### src/sclp_pkg.sv
`timescale 1ns / 1ps
// ----------------------------------------------------------------------------
// sclp_pkg
// Shared types, character codes and constants for the command line parser.
// ----------------------------------------------------------------------------
package sclp_pkg;

  localparam int WordMaxDefault   = 8;
  localparam int NumberMaxDefault = 5;

  localparam int WORD_DEPTH = 8;   // bytes in the word store
  localparam int POS_W      = 4;
  localparam int ZCNT_W     = 3;
  localparam int BYTE_W     = 8;
  localparam int TEXT_W     = WORD_DEPTH * BYTE_W;
  localparam int NUM_W      = 16;

  localparam logic [BYTE_W-1:0] CHAR_CR    = 8'd13;
  localparam logic [BYTE_W-1:0] CHAR_SPACE = 8'd32;
  localparam logic [BYTE_W-1:0] CHAR_ZERO  = 8'd48;
  localparam logic [BYTE_W-1:0] CHAR_NUL   = 8'd0;

  localparam logic KIND_ECHO = 1'b0;
  localparam logic KIND_LINE = 1'b1;

  typedef enum logic [1:0] {
    MODE_WORD   = 2'b01,
    MODE_NUMBER = 2'b10
  } mode_t;

  typedef struct packed {
    logic              kind;
    logic [BYTE_W-1:0] echo_byte;
    logic [TEXT_W-1:0] word_text;
    logic [NUM_W-1:0]  line_number;
  } result_t;

  // 10^(z+1) mod 2^16
  function automatic logic [NUM_W-1:0] scale_pow10(input logic [ZCNT_W-1:0] z);
    logic [NUM_W-1:0] p;
    case (z)
      3'd0:    p = 16'd10;
      3'd1:    p = 16'd100;
      3'd2:    p = 16'd1000;
      3'd3:    p = 16'd10000;
      3'd4:    p = 16'd34464;
      3'd5:    p = 16'd16960;
      3'd6:    p = 16'd38528;
      3'd7:    p = 16'd57600;
      default: p = 16'd10;
    endcase
    return p;
  endfunction

endpackage

### src/serial_command_line_parser.sv
`timescale 1ns / 1ps
// ----------------------------------------------------------------------------
// serial_command_line_parser
// Parses received bytes into "word number" lines; echoes each byte and
// reports the word and decimal value when a carriage return arrives.
// ----------------------------------------------------------------------------
// Channel   Ports                                            Direction
// input     in_valid, in_ready, in_rx_byte                   into block
// result    out_valid, out_ready, out_kind, out_echo_byte,   out of block
//           out_word_text, out_line_number
//
// One word in, one word out. A word is taken in the cycle it arrives and its
// result appears in the output register on the next cycle. Throughput is one
// word per cycle while in_ready is high; the parse state updates in one pass.
// in_ready is high when the output register is empty or being drained.
// Reset returns to word mode and clears the rest of the parse state and the word store to zero.
// ----------------------------------------------------------------------------
module serial_command_line_parser #(
  parameter int WORD_MAX   = sclp_pkg::WordMaxDefault,
  parameter int NUMBER_MAX = sclp_pkg::NumberMaxDefault
) (
  input  logic                          clk,
  input  logic                          rst_n,
  input  logic                          in_valid,
  output logic                          in_ready,
  input  logic [sclp_pkg::BYTE_W-1:0]   in_rx_byte,
  output logic                          out_valid,
  input  logic                          out_ready,
  output logic                          out_kind,
  output logic [sclp_pkg::BYTE_W-1:0]   out_echo_byte,
  output logic [sclp_pkg::TEXT_W-1:0]   out_word_text,
  output logic [sclp_pkg::NUM_W-1:0]    out_line_number
);
  import sclp_pkg::*;

  logic    take;
  result_t result;
  result_t res_r;
  logic    valid_r, valid_nxt;

  assign in_ready = !valid_r || out_ready;
  assign take     = in_valid && in_ready;

  sclp_core #(
    .WORD_MAX   (WORD_MAX),
    .NUMBER_MAX (NUMBER_MAX)
  ) u_core (
    .clk     (clk),
    .rst_n   (rst_n),
    .take    (take),
    .rx_byte (in_rx_byte),
    .result  (result)
  );

  always_comb begin
    valid_nxt = valid_r;
    if (take) begin
      valid_nxt = 1'b1;
    end else if (out_ready) begin
      valid_nxt = 1'b0;
    end
  end

  always_ff @(posedge clk) begin
    if (!rst_n) begin
      valid_r <= 1'b0;
    end else begin
      valid_r <= valid_nxt;
    end
  end

  always_ff @(posedge clk) begin
    if (take) begin
      res_r <= result;
    end
  end

  assign out_valid       = valid_r;
  assign out_kind        = res_r.kind;
  assign out_echo_byte   = res_r.echo_byte;
  assign out_word_text   = res_r.word_text;
  assign out_line_number = res_r.line_number;

endmodule

### src/sclp_core.sv
`timescale 1ns / 1ps
// ----------------------------------------------------------------------------
// sclp_core
// Parse state (mode, position, word store, decimal accumulator) and the
// result for the byte being taken this cycle.
// ----------------------------------------------------------------------------
module sclp_core #(
  parameter int WORD_MAX   = sclp_pkg::WordMaxDefault,
  parameter int NUMBER_MAX = sclp_pkg::NumberMaxDefault
) (
  input  logic                          clk,
  input  logic                          rst_n,
  input  logic                          take,
  input  logic [sclp_pkg::BYTE_W-1:0]   rx_byte,
  output sclp_pkg::result_t             result
);
  import sclp_pkg::*;

  localparam logic [POS_W-1:0] WordLimit   = POS_W'(WORD_MAX);
  localparam logic [POS_W-1:0] NumberLimit = POS_W'(NUMBER_MAX);
  localparam logic [POS_W-1:0] StoreLimit  = POS_W'(WORD_DEPTH);

  mode_t             mode_r, mode_nxt;
  logic [POS_W-1:0]  pos_r, pos_nxt;
  logic [BYTE_W-1:0] store_r [WORD_DEPTH];
  logic [NUM_W-1:0]  acc_r, acc_nxt;
  logic [ZCNT_W-1:0] zcnt_r, zcnt_nxt;
  logic              seen_r, seen_nxt;

  logic              wr_en;
  logic [BYTE_W-1:0] wr_data;
  logic [TEXT_W-1:0] packed_text;
  logic [2*NUM_W-1:0] product;
  logic [NUM_W-1:0]  digit;

  always_comb begin
    for (int i = 0; i < WORD_DEPTH; i++) begin
      packed_text[i*BYTE_W +: BYTE_W] = store_r[i];
    end
  end

  assign product = acc_r * scale_pow10(zcnt_r);
  assign digit   = {{(NUM_W-BYTE_W){1'b0}}, rx_byte} - {{(NUM_W-BYTE_W){1'b0}}, CHAR_ZERO};

  always_comb begin
    mode_nxt = mode_r;
    pos_nxt  = pos_r;
    acc_nxt  = acc_r;
    zcnt_nxt = zcnt_r;
    seen_nxt = seen_r;
    wr_en    = 1'b0;
    wr_data  = rx_byte;

    result.kind        = KIND_ECHO;
    result.echo_byte   = rx_byte;
    result.word_text   = '0;
    result.line_number = '0;

    if (rx_byte == CHAR_CR) begin
      result.kind        = KIND_LINE;
      result.echo_byte   = CHAR_CR;
      result.word_text   = packed_text;
      result.line_number = acc_r;
      mode_nxt = MODE_WORD;
      pos_nxt  = '0;
      acc_nxt  = '0;
      zcnt_nxt = '0;
      seen_nxt = 1'b0;
    end else begin
      case (mode_r)
        MODE_WORD: begin
          if (pos_r >= WordLimit || rx_byte == CHAR_SPACE) begin
            // terminate the word when there is room for it
            wr_en    = (pos_r < StoreLimit);
            wr_data  = CHAR_NUL;
            mode_nxt = MODE_NUMBER;
            pos_nxt  = '0;
          end else begin
            wr_en   = (pos_r < StoreLimit);
            pos_nxt = pos_r + 1'b1;
          end
        end
        MODE_NUMBER: begin
          if (pos_r < NumberLimit) begin
            if (rx_byte == CHAR_NUL) begin
              // zeros only count after an earlier digit and once a later digit follows
              if (seen_r) zcnt_nxt = zcnt_r + 1'b1;
            end else begin
              acc_nxt  = product[NUM_W-1:0] + digit;
              zcnt_nxt = '0;
              seen_nxt = 1'b1;
            end
            pos_nxt = pos_r + 1'b1;
          end
        end
        default: begin
          mode_nxt = MODE_WORD;
        end
      endcase
    end
  end

  always_ff @(posedge clk) begin
    if (!rst_n) begin
      mode_r <= MODE_WORD;
      pos_r  <= '0;
      acc_r  <= '0;
      zcnt_r <= '0;
      seen_r <= 1'b0;
      for (int i = 0; i < WORD_DEPTH; i++) begin
        store_r[i] <= '0;
      end
    end else if (take) begin
      mode_r <= mode_nxt;
      pos_r  <= pos_nxt;
      acc_r  <= acc_nxt;
      zcnt_r <= zcnt_nxt;
      seen_r <= seen_nxt;
      if (wr_en) begin
        store_r[pos_r[2:0]] <= wr_data;
      end
    end
  end

endmodule

### config.mk
export PLATFORM = sky130hd
export DESIGN_NAME = serial_command_line_parser
export DESIGN_NICKNAME = d
export VERILOG_FILES = /design/src/sclp_pkg.sv /design/src/serial_command_line_parser.sv /design/src/sclp_core.sv
export SDC_FILE = /design/constraint.sdc
export NUM_CORES = 1
export LEC_CHECK = 0
export BUFFER_PORTS_ARGS = -buffer_cell sky130_fd_sc_hd__buf_4
export CAP_MARGIN = 20
export CORE_MARGIN = 1
export CORE_UTILIZATION = 55
export CTS_CLUSTER_DIAMETER = 60
export DETAILED_ROUTE_END_ITERATION = 8
export PLACE_DENSITY = 0.78
export SLEW_MARGIN = 15
export SYNTH_ARGS = -nofsm -noshare
export SYNTH_HDL_FRONTEND = slang
export SYNTH_SLANG_ARGS = --single-unit
### constraint.sdc
create_clock -name clk -period 5.5 [get_ports clk]
set_input_delay 0.55 -clock clk [delete_from_list [all_inputs] [get_ports clk]]
set_output_delay 0.55 -clock clk [all_outputs]
set_load 0.02 [all_outputs]
==> results of run 1 <==
[registers in the layout, summed over array words and instances, names as in the netlist, named ones only]
register         flops
out_word_text       64
u_core.store_r      64
out_line_number     16
u_core.acc_r        16
out_echo_byte        8
u_core.pos_r         4
u_core.zcnt_r        3
u_core.mode_r        2
out_kind             1
out_valid            1
u_core.seen_r        1
[critical path, cell delays in order (launching register included)]
cell	delay [ns]
sky130_fd_sc_hd__dfxtp_4	0.38
sky130_fd_sc_hd__and2_1	0.16
sky130_fd_sc_hd__fa_1	0.57
sky130_fd_sc_hd__inv_1	0.07
sky130_fd_sc_hd__fa_1	0.50
sky130_fd_sc_hd__fa_1	0.52
sky130_fd_sc_hd__fa_1	0.54
sky130_fd_sc_hd__inv_1	0.06
sky130_fd_sc_hd__fa_1	0.54
sky130_fd_sc_hd__inv_1	0.06
sky130_fd_sc_hd__fa_1	0.53
sky130_fd_sc_hd__inv_1	0.06
sky130_fd_sc_hd__ha_4	0.24
sky130_fd_sc_hd__a21oi_2	0.13
sky130_fd_sc_hd__nor2b_1	0.07
sky130_fd_sc_hd__or4_1	0.43
sky130_fd_sc_hd__o22ai_2	0.13
sky130_fd_sc_hd__xnor2_1	0.09
sky130_fd_sc_hd__a22o_1	0.19
[layer usage]
metal / routed length (µm) / track usage / part of all wire / up-vias
met5: 0 / 0 / 0 / -
met4: 584 / 0.08895 / 0.025 / 0
met3: 1369 / 0.04277 / 0.060 / 38
met2: 10740 / 0.3577 / 0.47 / 241
met1: 10230 / 0.3109 / 0.45 / 3383
li1: - / - / - / 3364
[power groups by stage]
stage                     sequential [mW]  clock, mW  combinational, mW
after CTS                            1.65       1.27              0.222
after detailed placement             1.68          0              0.221
after global routing                 1.65       1.33              0.243
final                                1.65       1.26              0.224
after global placement               1.68          0              0.217
after floorplan                      1.72          0             0.0896
[final timing paths]
| path | start | end | slack (ns) | cells past startpoint |
|---|---|---|---|---|
| max | u_core.acc_r[5]$_SDFFE_PN0P_ | u_core.acc_r[15]$_SDFFE_PN0P_ | 0.14 | 18 |
| max reg2reg | u_core.acc_r[5]$_SDFFE_PN0P_ | u_core.acc_r[15]$_SDFFE_PN0P_ | 0.14 | 18 |
| min reg2reg | u_core.seen_r$_SDFFE_PN0P_ | u_core.seen_r$_SDFFE_PN0P_ | 0.48 | 2 |
| min | in_rx_byte[7] | out_echo_byte[7]$_SDFFCE_PP0P_ | 0.35 | 1 |
[cell usage in the layout, fill, tap and decap left out, types with 2 or more instances in the layout]
cell	n
sky130_fd_sc_hd__nand2b_1	4
sky130_fd_sc_hd__clkinv_8	2
sky130_fd_sc_hd__a21oi_1	9
sky130_fd_sc_hd__a22o_1	5
sky130_fd_sc_hd__o31ai_2	2
sky130_fd_sc_hd__ha_1	77
sky130_fd_sc_hd__nor2_1	82
sky130_fd_sc_hd__xnor2_1	28
sky130_fd_sc_hd__nor3_2	2
sky130_fd_sc_hd__xor2_1	15
sky130_fd_sc_hd__o211ai_1	2
sky130_fd_sc_hd__nand3_1	4
sky130_fd_sc_hd__inv_6	5
sky130_fd_sc_hd__o21ai_0	17
sky130_fd_sc_hd__nor2b_1	7
sky130_fd_sc_hd__o21a_1	4
sky130_fd_sc_hd__nand2_1	102
sky130_fd_sc_hd__nor3_1	4
sky130_fd_sc_hd__edfxtp_1	153
sky130_fd_sc_hd__inv_1	136
sky130_fd_sc_hd__buf_4	127
sky130_fd_sc_hd__dfxtp_1	29
sky130_fd_sc_hd__and3_1	2
sky130_fd_sc_hd__clkinv_4	2
sky130_fd_sc_hd__dfxtp_2	6
sky130_fd_sc_hd__a21o_1	4
sky130_fd_sc_hd__a21oi_2	2
sky130_fd_sc_hd__and2_1	135
sky130_fd_sc_hd__fa_1	75
sky130_fd_sc_hd__clkbuf_16	17
sky130_fd_sc_hd__mux2i_1	3
sky130_fd_sc_hd__mux2_4	5
sky130_fd_sc_hd__and4_1	2
sky130_fd_sc_hd__clkinv_2	2
sky130_fd_sc_hd__dfxtp_4	6
sky130_fd_sc_hd__inv_8	4
[timing repair]
| item | CTS | global route |
|---|---|---|
| resized for setup | 4 | 21 |
| setup buffers | 0 | 7 |
| setup endpoints to repair | 1 | 3 |
| pin swaps | 0 | 7 |
| hold buffers | 0 | 0 |
[synth_stat cells, types with 7 or more instances]
cell,count,share of area
sky130_fd_sc_hd__clkbuf_1,32,0.011
sky130_fd_sc_hd__xor2_1,15,0.012
sky130_fd_sc_hd__inv_1,137,0.046
sky130_fd_sc_hd__dfxtp_1,41,0.073
sky130_fd_sc_hd__a21oi_1,11,0.0049
sky130_fd_sc_hd__o21ai_0,17,0.0076
sky130_fd_sc_hd__fa_1,75,0.13
sky130_fd_sc_hd__xnor2_1,28,0.022
sky130_fd_sc_hd__and2_1,135,0.075
sky130_fd_sc_hd__nand2_1,102,0.034
sky130_fd_sc_hd__edfxtp_1,153,0.41
sky130_fd_sc_hd__nor2_1,82,0.027
sky130_fd_sc_hd__nor2b_1,7,0.0039
sky130_fd_sc_hd__ha_1,78,0.087
[cell families after synthesis]
family | Yosys count | share of synthesized area
XOR/XNOR | 44 | 0.03543
AO/OA/AOI/OAI | 55 | 0.03210
AND/OR/NAND/NOR | 355 | 0.1609
flip-flops | 194 | 0.4807
adder cells (fa/ha/maj) | 153 | 0.2199
buffers and inverters | 178 | 0.06164
multiplexers | 8 | 0.009329
[final cells by class]
cell class              instances  area [µm²]
fillers                      1474        6666
clock buffers                  17       425.4
repair buffers                130        1006
well taps                     265       331.6
multi-input cells             615        5197
flip-flops and latches        194        5445
inverters                     139       528.0
clock inverters                15       181.4
==> impl_metrics.xml, run 1 <==
<?xml version="1.0" encoding="UTF-8"?>
<metrics>
  <group name="layout">
    <metric name="layout.core_utilization" unit="">0.6630</metric>
    <metric name="num-nets-final" unit="">1262</metric>
    <metric name="layout-drive-gt1-share" unit="">0.1784</metric>
    <metric name="number_of_diodes" unit="">0</metric>
    <metric name="finish.cell_count_without_fillers" unit="">1375</metric>
    <metric name="fin_area" unit="µm²">13120</metric>
    <metric name="syn_to_final_growth" unit="%">16.42</metric>
  </group>
  <group name="critical_path">
    <metric name="timing_worst_setup_path_type" unit="">flop to flop</metric>
    <metric name="timing.critical_path.required" unit="ns">5.83</metric>
    <metric name="path_max_fanout" unit="">8</metric>
    <metric name="crit_arrival" unit="ns">5.69</metric>
    <metric name="end_kind" unit="">flop</metric>
    <metric name="critPathLaunchType" unit="">flop</metric>
  </group>
  <group name="timing">
    <metric name="maximum_clock_frequency" unit="MHz">186.6</metric>
    <metric name="finalHoldWorstSlack" unit="ns">0.3483</metric>
    <metric name="setup-tns-final" unit="ns">0</metric>
    <metric name="final_max_slew_violation_count" unit="">0</metric>
    <metric name="actual_transition_at_the_worst_max_transition_pin" unit="ns">0.9244</metric>
    <metric name="fin_ws" unit="ns">0.1416</metric>
    <metric name="final_period_minus_worst_setup_slack" unit="ns">5.358</metric>
    <metric name="finalClockSkew" unit="ns">0.009326</metric>
    <metric name="final_min_period_over_clock_period" unit="">0.9743</metric>
    <metric name="timing_hold_violations_final" unit="">0</metric>
    <metric name="slew-limit-headroom" unit="">0.3837</metric>
    <metric name="finalSetupViolations" unit="">0</metric>
    <metric name="rsz0062_at_grt" unit="">yes</metric>
  </group>
  <group name="yosys">
    <metric name="synthDistinctLibCells" unit="">52</metric>
    <metric name="asyncSetResetFlopFracSynth" unit="">0</metric>
    <metric name="synth.yosys.seq_area_share" unit="">0.4807</metric>
    <metric name="synthesis.area_per_instance" unit="µm²">11.41</metric>
    <metric name="syn_area" unit="µm²">11270</metric>
    <metric name="synth-edff-count" unit="">153</metric>
    <metric name="synth.ff_latch_count" unit="">194</metric>
    <metric name="synth.yosys.warnings" unit="">0</metric>
    <metric name="syn-instance-count" unit="">987</metric>
    <metric name="syn-num-nets" unit="">1152</metric>
    <metric name="dominantRegCellSynth" unit="">sky130_fd_sc_hd__edfxtp_1</metric>
  </group>
  <group name="hold_path">
    <metric name="hold_path_class" unit="">primary input to flop</metric>
  </group>
  <group name="pwr">
    <metric name="clkPwrFrac" unit="">0.402</metric>
    <metric name="p_sw" unit="mW">0.7627</metric>
    <metric name="vdd.ir_drop.worst" unit="mV">0.1937</metric>
    <metric name="switching_share" unit="">0.2439</metric>
    <metric name="pwr_density_cell" unit="nW/µm²">238.4</metric>
    <metric name="post-layout-total-power" unit="mW">3.127</metric>
    <metric name="power_frac_comb" unit="">0.071</metric>
    <metric name="intPower" unit="mW">2.364</metric>
    <metric name="power_leakage" unit="nW">5.825</metric>
    <metric name="share_seq_of_total_power" unit="">0.527</metric>
  </group>
  <group name="place">
    <metric name="numPlacedInstances" unit="">1334</metric>
    <metric name="buffer_ports.inserted" unit="">102</metric>
    <metric name="dp_slack" unit="ns">-0.03816</metric>
    <metric name="placement.cell_area" unit="µm²">12340</metric>
    <metric name="place.detailed.hpwl" unit="µm">16790</metric>
    <metric name="gp_congestion" unit="">0.8421</metric>
  </group>
  <group name="floorplanning">
    <metric name="floorplan.rows" unit="">51</metric>
    <metric name="core-area" unit="µm²">19780</metric>
    <metric name="die-height" unit="µm">145.1</metric>
    <metric name="effective_utilization_at_floorplan" unit="">0.5695</metric>
    <metric name="die_area" unit="µm²">21060</metric>
    <metric name="floorplan.die.width" unit="µm">145.1</metric>
    <metric name="io_pins" unit="">103</metric>
  </group>
  <group name="clock_tree">
    <metric name="cts_clk_pin_slew_worst_paths" unit="ns">0.08</metric>
    <metric name="cts_buffers" unit="">17</metric>
    <metric name="clock-sinks" unit="">194</metric>
    <metric name="tritoncts" unit="">done</metric>
    <metric name="clock_tree.buffer_depth" unit="">2</metric>
    <metric name="htree_levels" unit="">4</metric>
    <metric name="clk-insertion-delay-late" unit="ns">0.43</metric>
    <metric name="ctsRootBufferMaster" unit="">sky130_fd_sc_hd__clkbuf_16</metric>
  </group>
  <group name="grt">
    <metric name="via_count_of_the_first_global_routing_pass" unit="">7045</metric>
    <metric name="grt_max_degree" unit="">93</metric>
    <metric name="grtUsageTotal" unit="">0.2265</metric>
    <metric name="grt_pass1_wl" unit="µm">36490</metric>
    <metric name="antenna_found_initial" unit="">0</metric>
    <metric name="global_route.overflow_total" unit="">0</metric>
  </group>
  <group name="route">
    <metric name="routed_wl" unit="µm">22910</metric>
    <metric name="detail-route-antenna-nets" unit="">0</metric>
    <metric name="via_count" unit="">7026</metric>
    <metric name="detail_route.wl_per_cell" unit="µm">16.66</metric>
    <metric name="drt-pass1-iter-count" unit="">6</metric>
    <metric name="number_of_design_rule_violations_left_after_detail_routing" unit="">0</metric>
    <metric name="initialDrtViolationCount" unit="">599</metric>
    <metric name="route.detailed.vias_per_inst" unit="">5.110</metric>
  </group>
  <group name="status">
    <metric name="outcome" unit="">finished clean</metric>
  </group>
  <group name="job">
    <metric name="cap_violations" unit="">0</metric>
  </group>
</metrics>
Power figures use the tool's default switching activity.
==> run 2, diff against run 1 <==
--- a/config.mk
+++ b/config.mk
@@ -12,7 +12,7 @@
 export CTS_CLUSTER_DIAMETER = 60
 export DETAILED_ROUTE_END_ITERATION = 8
 export PLACE_DENSITY = 0.78
-export SLEW_MARGIN = 15
 export SYNTH_ARGS = -nofsm -noshare
 export SYNTH_HDL_FRONTEND = slang
+export SYNTH_HIERARCHICAL = 1
 export SYNTH_SLANG_ARGS = --single-unit
==> impl_metrics.xml, run 2 <==
<?xml version="1.0" encoding="UTF-8"?>
<metrics>
  <group name="yosys">
    <metric name="synth.yosys.warnings" unit="">6</metric>
    <metric name="syn-num-nets" unit="">1151</metric>
    <metric name="synth-edff-count" unit="">153</metric>
    <metric name="syn_area" unit="µm²">11240</metric>
    <metric name="synthDominantCellAreaShare" unit="">0.4087</metric>
    <metric name="post-synth-top-count-cell" unit="">sky130_fd_sc_hd__edfxtp_1</metric>
    <metric name="synth.ff_latch_count" unit="">194</metric>
    <metric name="synth.yosys.seq_area_share" unit="">0.4817</metric>
    <metric name="synthesis.area_per_instance" unit="µm²">11.38</metric>
    <metric name="synth.largest_area_cell" unit="">sky130_fd_sc_hd__edfxtp_1</metric>
    <metric name="synthDistinctLibCells" unit="">51</metric>
    <metric name="asyncSetResetFlopFracSynth" unit="">0</metric>
    <metric name="dominantRegCellSynth" unit="">sky130_fd_sc_hd__edfxtp_1</metric>
    <metric name="syn-instance-count" unit="">988</metric>
    <metric name="yosys-top-cells-area" unit="">sky130_fd_sc_hd__edfxtp_1 41%, sky130_fd_sc_hd__fa_1 13%, sky130_fd_sc_hd__ha_1 8.5%</metric>
    <metric name="synthTopCellsByCount" unit="">153 x sky130_fd_sc_hd__edfxtp_1, 138 x sky130_fd_sc_hd__inv_1, 135 x sky130_fd_sc_hd__and2_1</metric>
  </group>
  <group name="critical_path">
    <metric name="critPathMaxStageDelay" unit="ns">0.57</metric>
    <metric name="end_kind" unit="">flop</metric>
    <metric name="path_cells" unit="">and2_1, fa_1, inv_1, fa_1, fa_1, fa_1, inv_1, fa_1, inv_1, fa_1, inv_1, ha_1, a21oi_1, nor2b_1, or4_1, o22ai_1, xnor2_1, a22o_1</metric>
    <metric name="path_max_fanout" unit="">10</metric>
    <metric name="path_common_cell" unit="">sky130_fd_sc_hd__fa_1</metric>
    <metric name="timing_worst_setup_path_type" unit="">flop to flop</metric>
    <metric name="slowest_stage" unit="">sky130_fd_sc_hd__fa_1</metric>
    <metric name="timing.critical_path.required" unit="ns">5.84</metric>
    <metric name="crit_family" unit="">adder cells</metric>
    <metric name="timing.critical_path.buf_inv" unit="">4</metric>
    <metric name="critPathLaunchType" unit="">flop</metric>
    <metric name="crit_arrival" unit="ns">5.62</metric>
  </group>
  <group name="layout">
    <metric name="syn_to_final_growth" unit="%">15.25</metric>
    <metric name="fillerInstances" unit="">1446</metric>
    <metric name="final_cell_mix" unit="">153 x sky130_fd_sc_hd__edfxtp_1, 138 x sky130_fd_sc_hd__inv_1, 135 x sky130_fd_sc_hd__and2_1</metric>
    <metric name="number_of_diodes" unit="">0</metric>
    <metric name="multi_input_comb_area" unit="µm²">5129</metric>
    <metric name="area.sequential" unit="µm²">5433</metric>
    <metric name="num-nets-final" unit="">1249</metric>
    <metric name="layout-drive-gt1-share" unit="">0.1611</metric>
    <metric name="mostFrequentLayoutCell" unit="">sky130_fd_sc_hd__edfxtp_1</metric>
  </group>
  <group name="grt">
    <metric name="via_count_of_the_first_global_routing_pass" unit="">7040</metric>
    <metric name="grt_max_degree" unit="">87</metric>
    <metric name="grtUsageTotal" unit="">0.2327</metric>
    <metric name="antenna_found_initial" unit="">0</metric>
    <metric name="grt_pass1_wl" unit="µm">37440</metric>
    <metric name="global_route.overflow_total" unit="">0</metric>
  </group>
  <group name="route">
    <metric name="initialDrtViolationCount" unit="">622</metric>
    <metric name="detail-route-antenna-nets" unit="">0</metric>
    <metric name="drt-pass1-iter-count" unit="">5</metric>
    <metric name="routed_wl" unit="µm">23290</metric>
    <metric name="route.detailed.vias_per_inst" unit="">5.262</metric>
    <metric name="detail_route.wl_per_cell" unit="µm">17.07</metric>
    <metric name="via_count" unit="">7177</metric>
    <metric name="number_of_design_rule_violations_left_after_detail_routing" unit="">0</metric>
  </group>
  <group name="floorplanning">
    <metric name="floorplan.rows" unit="">51</metric>
    <metric name="die-height" unit="µm">145.0</metric>
    <metric name="floorplan.die.width" unit="µm">145.0</metric>
    <metric name="die_area" unit="µm²">21010</metric>
    <metric name="effective_utilization_at_floorplan" unit="">0.5701</metric>
    <metric name="io_pins" unit="">103</metric>
    <metric name="core-area" unit="µm²">19720</metric>
  </group>
  <group name="clock_tree">
    <metric name="ctsHoldBuffers" unit="">0</metric>
    <metric name="cts_clk_pin_slew_worst_paths" unit="ns">0.08</metric>
    <metric name="htree_levels" unit="">4</metric>
    <metric name="ctsRootBufferMaster" unit="">sky130_fd_sc_hd__clkbuf_16</metric>
    <metric name="clock-sinks" unit="">194</metric>
    <metric name="tritoncts" unit="">done</metric>
    <metric name="clock_tree.buffer_depth" unit="">2</metric>
    <metric name="cts_buffers" unit="">17</metric>
    <metric name="postCtsSetupBuffers" unit="">0</metric>
    <metric name="clk-insertion-delay-late" unit="ns">0.45</metric>
    <metric name="post_cts.resized_instances" unit="">0</metric>
  </group>
  <group name="pwr">
    <metric name="power_leakage" unit="nW">5.821</metric>
    <metric name="post-layout-total-power" unit="mW">3.199</metric>
    <metric name="vdd.ir_drop.worst" unit="mV">0.2342</metric>
    <metric name="pwr_density_cell" unit="nW/µm²">246.9</metric>
  </group>
  <group name="timing">
    <metric name="final_min_period_over_clock_period" unit="">0.9597</metric>
    <metric name="rsz0062_at_grt" unit="">no</metric>
    <metric name="actual_transition_at_the_worst_max_transition_pin" unit="ns">0.9043</metric>
    <metric name="finalSetupViolations" unit="">0</metric>
    <metric name="timing_hold_violations_final" unit="">0</metric>
    <metric name="maximum_clock_frequency" unit="MHz">189.5</metric>
    <metric name="finalClockSkew" unit="ns">0.01579</metric>
    <metric name="final_period_minus_worst_setup_slack" unit="ns">5.278</metric>
    <metric name="final_max_slew_violation_count" unit="">0</metric>
    <metric name="setup-tns-final" unit="ns">0</metric>
    <metric name="slew-limit-headroom" unit="">0.3971</metric>
  </group>
  <group name="hold_path">
    <metric name="hold_path_class" unit="">primary input to flop</metric>
  </group>
  <group name="place">
    <metric name="gp_congestion" unit="">0.8877</metric>
    <metric name="place.detailed.hpwl" unit="µm">17230</metric>
    <metric name="buffer_ports.inserted" unit="">102</metric>
  </group>
  <group name="job">
    <metric name="cap_violations" unit="">0</metric>
  </group>
  <group name="status">
    <metric name="outcome" unit="">finished clean</metric>
  </group>
</metrics>
run 2: cell types whose count changed after synthesis, moves of 3 or more:
cell,delta
sky130_fd_sc_hd__nor2b_1,-4
sky130_fd_sc_hd__a22o_1,+9
sky130_fd_sc_hd__nand2_1,-3
sky130_fd_sc_hd__xnor2_1,+5
sky130_fd_sc_hd__xor2_1,-5
sky130_fd_sc_hd__o21ai_0,-8
sky130_fd_sc_hd__buf_2,-4
sky130_fd_sc_hd__nor2_1,+8
sky130_fd_sc_hd__mux2_4,-5
run 2: cell families after synthesis:
group | count (synthesis) | synth area share
AOI/OAI and AO/OA | 61 | 0.03996
xor gates and xnor gates | 44 | 0.03551
adders and majority gates | 151 | 0.2182
buffers and inverters | 178 | 0.06311
DFF | 194 | 0.4817
muxes | 2 | 0.001781
and+or+nand+nor | 358 | 0.1597
run 2: cell type report:
class / count / area share
multi-input combinational: 616 / 0.3959
tap: 265 / 0.02559
inverter: 138 / 0.03998
sequential: 194 / 0.4194
timing repair buffer: 119 / 0.06896
clock inverter: 15 / 0.01738
clock buffer: 17 / 0.03284
run 2: path summary, 6_finish.rpt:
kind	end	cells after the start	from	slack, ns
worst min-delay path	out_echo_byte[0]$_DFFE_PP_	1	in_rx_byte[0]	0.34
worst min register to register	u_core/acc_r[15]$_SDFFE_PN0P_	1	u_core/acc_r[15]$_SDFFE_PN0P_	0.49
worst max-delay path	u_core/acc_r[15]$_SDFFE_PN0P_	18	u_core/acc_r[7]$_SDFFE_PN0P_	0.22
worst max register to register	u_core/acc_r[15]$_SDFFE_PN0P_	18	u_core/acc_r[7]$_SDFFE_PN0P_	0.22
run 2: where the power goes:
part	leakage (nW)	switching (mW)	internal, mW
Sequential	1.90	0.0177	1.63
Clock	0.314	0.616	0.710
Combinational	3.61	0.147	0.0760
Total	5.82	0.780	2.42
run 2: stage by stage:
step	setup WS (ns)	utilization	area (µm²)	cells	hold WS (ns)
after floorplan	0.2003	-	11240	988	0.4404
after global routing	0.0008229	0.6570	12950	1364	0.3363
after detailed placement	0.1056	0.6229	12280	1332	0.4713
after global placement	0.1722	0.6225	12270	1331	0.4619
after CTS	0.01266	0.6559	12930	1364	0.3337
final	0.2218	0.6570	12950	1364	0.3387
run 2: layer usage:
metal  vias up  part of all wire  GRT usage
met3        44             0.071    0.04403
met2       305              0.46     0.3630
met5         -                 0          0
li1       3370                 -          -
met4         0             0.024    0.08511
met1      3458              0.44     0.3250
